==> config.mk <==
export PLATFORM = sky130hd
export DESIGN_NAME = tccw_ctrl
export DESIGN_NICKNAME = d
export VERILOG_FILES = /design/src/tccw_pkg.sv /design/src/tccw_ctrl.sv
export SDC_FILE = /design/constraint.sdc
export NUM_CORES = 1
export LEC_CHECK = 0
export ABC_AREA = 1
export BUFFER_PORTS_ARGS = -buffer_cell sky130_fd_sc_hd__buf_2
export CAP_MARGIN = 20
export CORE_MARGIN = 4
export CORE_UTILIZATION = 39
export CTS_CLUSTER_SIZE = 12
export DETAILED_ROUTE_END_ITERATION = 7
export GPL_TIMING_DRIVEN = 1
export HOLD_SLACK_MARGIN = 0.06
export PLACE_DENSITY_LB_ADDON = 0.12
export SLEW_MARGIN = 20
export SYNTH_ARGS = -nofsm -noshare
export SYNTH_HDL_FRONTEND = slang
export SYNTH_SLANG_ARGS = --single-unit
==> constraint.sdc <==
create_clock -name aclk -period 1 [get_ports aclk]
set_input_delay 0.15 -clock aclk [delete_from_list [all_inputs] [get_ports aclk]]
set_output_delay 0.15 -clock aclk [all_outputs]
set_load 0.03 [all_outputs]
==> src/tccw_pkg.sv <==
package tccw_pkg;

    localparam int SCREEN_ROWS_DEF = 25;
    localparam int SCREEN_COLS_DEF = 80;

    localparam int S_TDATA_W = 40;
    localparam int S_TUSER_W = 3;
    localparam int M_TDATA_W = 32;

    localparam logic [7:0] RESET_ATTR  = 8'h1F;
    localparam logic [7:0] BLANK_GLYPH = 8'h20;
    localparam logic [7:0] GLYPH_LF    = 8'h0A;
    localparam logic [7:0] GLYPH_CR    = 8'h0D;

    localparam logic [2:0] OP_PUT    = 3'd0;
    localparam logic [2:0] OP_WRITE  = 3'd1;
    localparam logic [2:0] OP_READ   = 3'd2;
    localparam logic [2:0] OP_FILL   = 3'd3;
    localparam logic [2:0] OP_SETCUR = 3'd4;
    localparam logic [2:0] OP_CLEAR  = 3'd5;

    typedef enum logic [3:0] {
        ST_INIT_SETUP,
        ST_INIT,
        ST_IDLE,
        ST_EXEC,
        ST_SCROLL_COPY,
        ST_SCROLL_SETUP,
        ST_SCROLL_BLANK,
        ST_PUT_WRITE,
        ST_FILL,
        ST_CLEAR,
        ST_DONE
    } state_t;

    typedef enum logic [2:0] {
        SWP_INIT,
        SWP_CLEAR,
        SWP_COPY,
        SWP_LAST,
        SWP_FILL
    } sweep_t;

    typedef enum logic [1:0] {
        WR_NONE,
        WR_PUT,
        WR_AT
    } wr_sel_t;

    typedef enum logic [2:0] {
        CUR_HOLD,
        CUR_NEWLINE,
        CUR_CR,
        CUR_ADVANCE,
        CUR_SET,
        CUR_HOME,
        CUR_LAST_ROW
    } cur_sel_t;

    typedef struct packed {
        logic     load_item;
        logic     sweep_start;
        sweep_t   sweep_kind;
        logic     sweep_step;
        wr_sel_t  wr_sel;
        logic     read_at;
        cur_sel_t cur_sel;
        logic     out_load;
    } ctrl_cmd_t;

    typedef struct packed {
        logic [2:0] opcode;
        logic       is_lf;
        logic       is_cr;
        logic       row_pending;
        logic       on_screen;
        logic       fill_empty;
        logic       sweep_last;
        logic       copy_wr;
        logic       out_free;
    } dp_status_t;

endpackage

==> src/tccw_ctrl.sv <==
module tccw_ctrl (
    input  logic                 aclk,
    input  logic                 aresetn,
    input  logic                 s_tvalid,
    output logic                 s_tready,
    input  tccw_pkg::dp_status_t status,
    output tccw_pkg::ctrl_cmd_t  cmd
);
    import tccw_pkg::*;

    state_t state_reg, state_next;

    always_ff @(posedge aclk) begin
        if (!aresetn) begin
            state_reg <= ST_INIT_SETUP;
        end else begin
            state_reg <= state_next;
        end
    end

    always_comb begin
        state_next = state_reg;
        unique case (state_reg)
            ST_INIT_SETUP: state_next = ST_INIT;
            ST_INIT: begin
                if (status.sweep_last) state_next = ST_IDLE;
            end
            ST_IDLE: begin
                if (s_tvalid) state_next = ST_EXEC;
            end
            ST_EXEC: begin
                unique case (status.opcode)
                    OP_PUT: begin
                        if (!status.is_lf && !status.is_cr && status.row_pending) begin
                            state_next = ST_SCROLL_COPY;
                        end else begin
                            state_next = ST_DONE;
                        end
                    end
                    OP_FILL:  state_next = status.fill_empty ? ST_DONE : ST_FILL;
                    OP_CLEAR: state_next = ST_CLEAR;
                    default:  state_next = ST_DONE;
                endcase
            end
            ST_SCROLL_COPY: begin
                if (status.sweep_last) state_next = ST_SCROLL_SETUP;
            end
            ST_SCROLL_SETUP: state_next = ST_SCROLL_BLANK;
            ST_SCROLL_BLANK: begin
                if (status.sweep_last) state_next = ST_PUT_WRITE;
            end
            ST_PUT_WRITE: state_next = ST_DONE;
            ST_FILL, ST_CLEAR: begin
                if (status.sweep_last) state_next = ST_DONE;
            end
            ST_DONE: begin
                if (status.out_free) state_next = ST_IDLE;
            end
            default: state_next = ST_INIT_SETUP;
        endcase
    end

    always_comb begin
        cmd             = '0;
        cmd.sweep_kind  = SWP_INIT;
        cmd.wr_sel      = WR_NONE;
        cmd.cur_sel     = CUR_HOLD;
        s_tready        = 1'b0;
        unique case (state_reg)
            ST_INIT_SETUP: begin
                cmd.sweep_start = 1'b1;
                cmd.sweep_kind  = SWP_INIT;
            end
            ST_IDLE: begin
                s_tready      = 1'b1;
                cmd.load_item = s_tvalid;
            end
            ST_EXEC: begin
                unique case (status.opcode)
                    OP_PUT: begin
                        priority if (status.is_lf) begin
                            cmd.cur_sel = CUR_NEWLINE;
                        end else if (status.is_cr) begin
                            cmd.cur_sel = CUR_CR;
                        end else if (status.row_pending) begin
                            cmd.sweep_start = 1'b1;
                            cmd.sweep_kind  = SWP_COPY;
                        end else begin
                            cmd.wr_sel  = WR_PUT;
                            cmd.cur_sel = CUR_ADVANCE;
                        end
                    end
                    OP_WRITE: begin
                        if (status.on_screen) cmd.wr_sel = WR_AT;
                    end
                    OP_READ:  cmd.read_at = status.on_screen;
                    OP_FILL: begin
                        cmd.sweep_start = !status.fill_empty;
                        cmd.sweep_kind  = SWP_FILL;
                    end
                    OP_SETCUR: cmd.cur_sel = CUR_SET;
                    OP_CLEAR: begin
                        cmd.sweep_start = 1'b1;
                        cmd.sweep_kind  = SWP_CLEAR;
                        cmd.cur_sel     = CUR_HOME;
                    end
                    default: ;
                endcase
            end
            ST_SCROLL_SETUP: begin
                cmd.sweep_start = 1'b1;
                cmd.sweep_kind  = SWP_LAST;
            end
            ST_SCROLL_BLANK: begin
                cmd.sweep_step = 1'b1;
                if (status.sweep_last) cmd.cur_sel = CUR_LAST_ROW;
            end
            ST_PUT_WRITE: begin
                cmd.wr_sel  = WR_PUT;
                cmd.cur_sel = CUR_ADVANCE;
            end
            ST_INIT, ST_SCROLL_COPY, ST_FILL, ST_CLEAR: cmd.sweep_step = 1'b1;
            ST_DONE: cmd.out_load = status.out_free;
            default: ;
        endcase
    end

endmodule

==> impl_results.md, run 1 <==
- Status: did not finish
- Fail Step: global routing (5_1_grt)
- Error message: [ERROR DPL-0038] Utilization greater than 100%, impossible to legalize
- Main flop type after synthesis: dfxtp_1
- IO Pins: 28
- Clock sinks: 4
- Most frequent cells after synthesis: nand2_1 (24), inv_1 (17), nor2_1 (14)
- Syn_nets: 113
- CTS Root Cell: clkbuf_4
- Library cells used by synthesis: 24
- Cells after DPL: 167
- Worst_ep grt: cmd[1]
- DIE WIDTH: 45.5 um
- Die height: 45.5 um
- Synth warn: 0
- Post-synthesis sequential area ratio: 14.6%
- Mapped Cells: 99
- Effective utilization at floorplan: 41.7%
- Synth top area cells: nand2_1 (16%), dfxtp_1 (15%), inv_1 (12%), nor2_1 (9.6%), nand2_2 (4.6%)
- RePlAce Congestion: 0.787
- DP Worst Slack: -0.321 ns
- Hpwl dp: 1580 um
- Hold buffer count at CTS: 0
- Worst_ep kind: output port
- Dominant cell type by area after synthesis: nand2_1
- Post-synth top area share: 16.4%
- Post-DP Area: 1020 um2
- Number of synthesized register bits: 4
- Post-synth EDFFs: 0
- Cell with the most instances after synthesis: nand2_1
- H-tree Lvls: 1
- Inserted Clock Buffers: 3
- IO buf count: 26
- Pin count of the biggest net entering global routing: 7
- Clk buf depth: 2
- Mean Syn Cell Area: 5.55 um2
- Post-Syn Area: 549 um2
- Site Rows: 13
- Async set-reset flop share out of synthesis: 0%
==> kinds of logic after synthesis <==
family                 share of synthesized area (%)
flip-flops                                      14.6
buffers and inverters                           18.2
AO/OA/AOI/OAI                                   13.2
AND/OR/NAND/NOR                                 54.0
==> metrics by stage <==
step | setup TNS (ns) | utilization [%]
3_5_place_dp | -4.09 | 77.3
2_1_floorplan | -3.53 | -
4_1_cts | -6.64 | 90.5
3_3_place_gp | -3.78 | 77.3
==> what timing repair did <==
item	4_1_cts
pin swaps	9
buffers inserted	4
resized for setup	43
endpoints found under the setup margin	18
==> run 2: changes to the inputs <==
CORE_AREA = 4 4 65 67   (was not set)
CORE_MARGIN = not set   (was 4)
CORE_UTILIZATION = not set   (was 39)
CTS_CLUSTER_SIZE = not set   (was 12)
DIE_AREA = 0 0 69 71   (was not set)
HOLD_SLACK_MARGIN = not set   (was 0.06)
PLACE_DENSITY_LB_ADDON = 0.15   (was 0.12)
clock period = 1.3 ns   (was 1 ns; I/O delays follow)
==> run 2 against run 1 <==
Against the previous run: the flow now finishes, with violations (setup timing); synthesized area is the same; synthesized cell count is the same.
==> impl_results.md, run 2 <==
- Cell with the most instances after synthesis: nand2_1
- Post-synth top area share: 16.4%
- DRT antenna net count: 0
- Die height: 71 um
- Internal: 806 uW
- Setup TNS: -1.91 ns
- RR Startpoint: state_reg[3]
- Worst-path cell chain: inv_4, nand2_4, nor2_4, inv_6, nor2_4, inv_2, o211ai_1, buf_4
- CP delay by family, top: buffers and inverters
- Critical path class: flop to primary output
- Max FFs per register: 4
- Effective utilization at floorplan: 15.1%
- First-pass GRT wire length: 3460 um
- Clk buf depth: 2
- Status: finished with violations
- Worst clock skew: 0.00118 ns
- Initial antenna violation count: 0
- DRT Pass-1 Iters: 4
- Layout Cell Area excl Fill: 1170 um2
- Worst skew pair latency: 0.21 ns
- Main flop type after synthesis: dfxtp_1
- Wire length per cell: 10.8 um
- Fillers: 408
- Post-Syn Area: 549 um2
- DP Worst Slack: -0.0839 ns
- Finished Core Util: 32.1%
- Hold Slack: 0.201 ns
- Synth top area cells: nand2_1 (16%), dfxtp_1 (15%), inv_1 (12%), nor2_1 (9.6%), nand2_2 (4.6%)
- Grt ovf: 0
- Part of the power in registers: 14.3%
- Area Overhead vs Synth: 113%
- Combinational fraction of design power: 69.1%
- Reg2reg path depth: 11
- CP max stage delay: 0.35 ns
- Final Critical Period: 1.52 ns
- Slew @ Worst Pin: 0.236 ns
- Hold Crit Start: aresetn
- Synth warn: 0
- Fin crit share: 117%
- DRC: 0
- RePlAce Congestion: 0.755
- Via count: 785
- Vias per inst: 4.03
- Final number of setup-violating endpoints: 14
- Register area: 88.8 um2
- Nature of the critical path startpoint: flop
- Peak VDD IR: 0.000630 V
- Library cells used by synthesis: 24
- H-tree Lvls: 1
- Dominant cell type by area after synthesis: nand2_1
- Post-DP Area: 965 um2
- Mean Syn Cell Area: 5.55 um2
- Diode count: 0
- PD cells: 1320 nW/um2
- IO buf count: 26
- Async set-reset flop share out of synthesis: 0%
- Worst hold path type: input port to flop
- Syn_nets: 113
- CTS Root Cell: clkbuf_8
- Final Hold Viols: 0
- Clock share of power: 16.6%
- RSZ-0062 raised after global routing: yes
- Failing checks: setup timing
- Worst rel slew slack: 84.2%
- Worst Path Buf+Inv: 4
- Sw Ratio: 47.6%
- Area taken by multi-input logic gates: 513 um2
- Hold Crit Endpoint: state_reg[2]
- Clock sinks: 4
- R2r setup slk: -0.05 ns
- Overall routing resource usage: 8.27%
- CTS tree: built
- Crit-path slowest cell: dfxtp_4
- Pin count of the biggest net entering global routing: 7
- Post-synth EDFFs: 0
- Fmax: 657 MHz
- Lkg Pwr: 0.000583 uW
- CP Data Arrival Time: 1.33 ns
- Post-synthesis sequential area ratio: 14.6%
- Site Rows: 22
- Switching power: 731 uW
- Layout cells sized above 1: 60.5%
- Final Max Tran Viols: 0
- IO Pins: 28
- Number of synthesized register bits: 4
- CP required: 1.11 ns
- Die ar.: 4900 um2
- Core box area: 3630 um2
- Leading cell types in the layout, fill and taps excluded: buf_4 (20), nand2_1 (19), inv_1 (15)
- MaxCap Viol Count: 0
- WHS Path Cells: 3
- CP max FO: 6
- Most common cell after layout, fill and taps aside: buf_4
- Worst-path clk slew: 0.03 ns
- Top cell by count, worst path: nor2_4
- R2R Path End: state_reg[0]
- Vias in the first global route: 790
- DR iter-0 viols: 16
- Final WL: 2100 um
- CP endpoint kind: primary output
- Mapped Cells: 99
- Hpwl dp: 1710 um
- Hold buffer count at CTS: 0
- Worst setup margin: -0.223 ns
- Most frequent cells after synthesis: nand2_1 (24), inv_1 (17), nor2_1 (14)
- DIE WIDTH: 69 um
- Crit path depth: 8
- Inserted Clock Buffers: 3
- Net count, final: 163
## run 2: cell counts after synthesis
No cell type changed its count.
## run 2: logic make-up (layout without fill, tap and decap cells)
| group | after synthesis | in the layout | synth area share [%] |
|---|---|---|---|
| DFF | 4 | 4 | 14.6 |
| and+or+nand+nor | 60 | 60 | 54.0 |
| AOI/OAI and AO/OA | 11 | 11 | 13.2 |
| buffers and inverters | 24 | 72 | 18.2 |
## run 2: how the worst max path moves through the flow
stage / startpoint / end / slack, ns
2_1_floorplan: state_reg[3] / cmd[1] / -0.17
5_1_grt: state_reg[3] / cmd[1] / -0.29
4_1_cts: state_reg[3] / cmd[11] / -0.24
6_report: state_reg[3] / cmd[1] / -0.22
3_5_place_dp: state_reg[3] / cmd[10] / -0.08
3_3_place_gp: state_reg[1] / cmd[2] / -0.07
## run 2: stage by stage
stage | total power [uW] | cells
global route | 1650 | 195
detailed placement | 1090 | 191
floorplan | 809 | 99
CTS | 1480 | 195
global placement | 1080 | 191
finish | 1540 | 195
## run 2: area by class of cell
cell class,count,area share (%)
well taps,48,5.14
clock buffers,3,3.54
multi-input cells,71,43.9
flip-flops and latches,4,7.61
repair buffers,46,31.5
inverters,23,8.25
## run 2: layer usage
layer  vias to the layer above  share of wire (%)  global-route usage [%]
met5                         -                  0                       0
met4                         0                  0                    1.95
met3                         0                3.0                   0.994
met2                        12                 55                    16.0
met1                       363                 42                    9.57
li1                        410                  -                       -
## run 2: power by group through the flow
| stage | sequential, uW | clock, uW | combinational (uW) |
|---|---|---|---|
| floorplan | 202 | 0 | 607 |
| global placement | 207 | 0 | 870 |
| detailed placement | 208 | 0 | 880 |
| CTS | 219 | 261 | 998 |
| global route | 226 | 273 | 1150 |
| finish | 220 | 255 | 1060 |
## run 2: worst register-to-register path: stages, from the launching register on
cell	delay (ns)
dfxtp_4	0.35
inv_4	0.06
nand2_4	0.05
nor2_4	0.17
inv_6	0.09
nor2_4	0.09
inv_2	0.05
buf_4	0.12
buf_4	0.12
nand2_2	0.05
o21ai_1	0.06
nor2_1	0.07
## run 2: what timing repair did
action,in CTS,in global routing
gates cloned,0,0
buffers inserted,1,0
pin swaps,5,7
endpoints found under the setup margin,17,17
gates resized for setup,37,12
No activity file was read; power rests on OpenSTA's default activity.
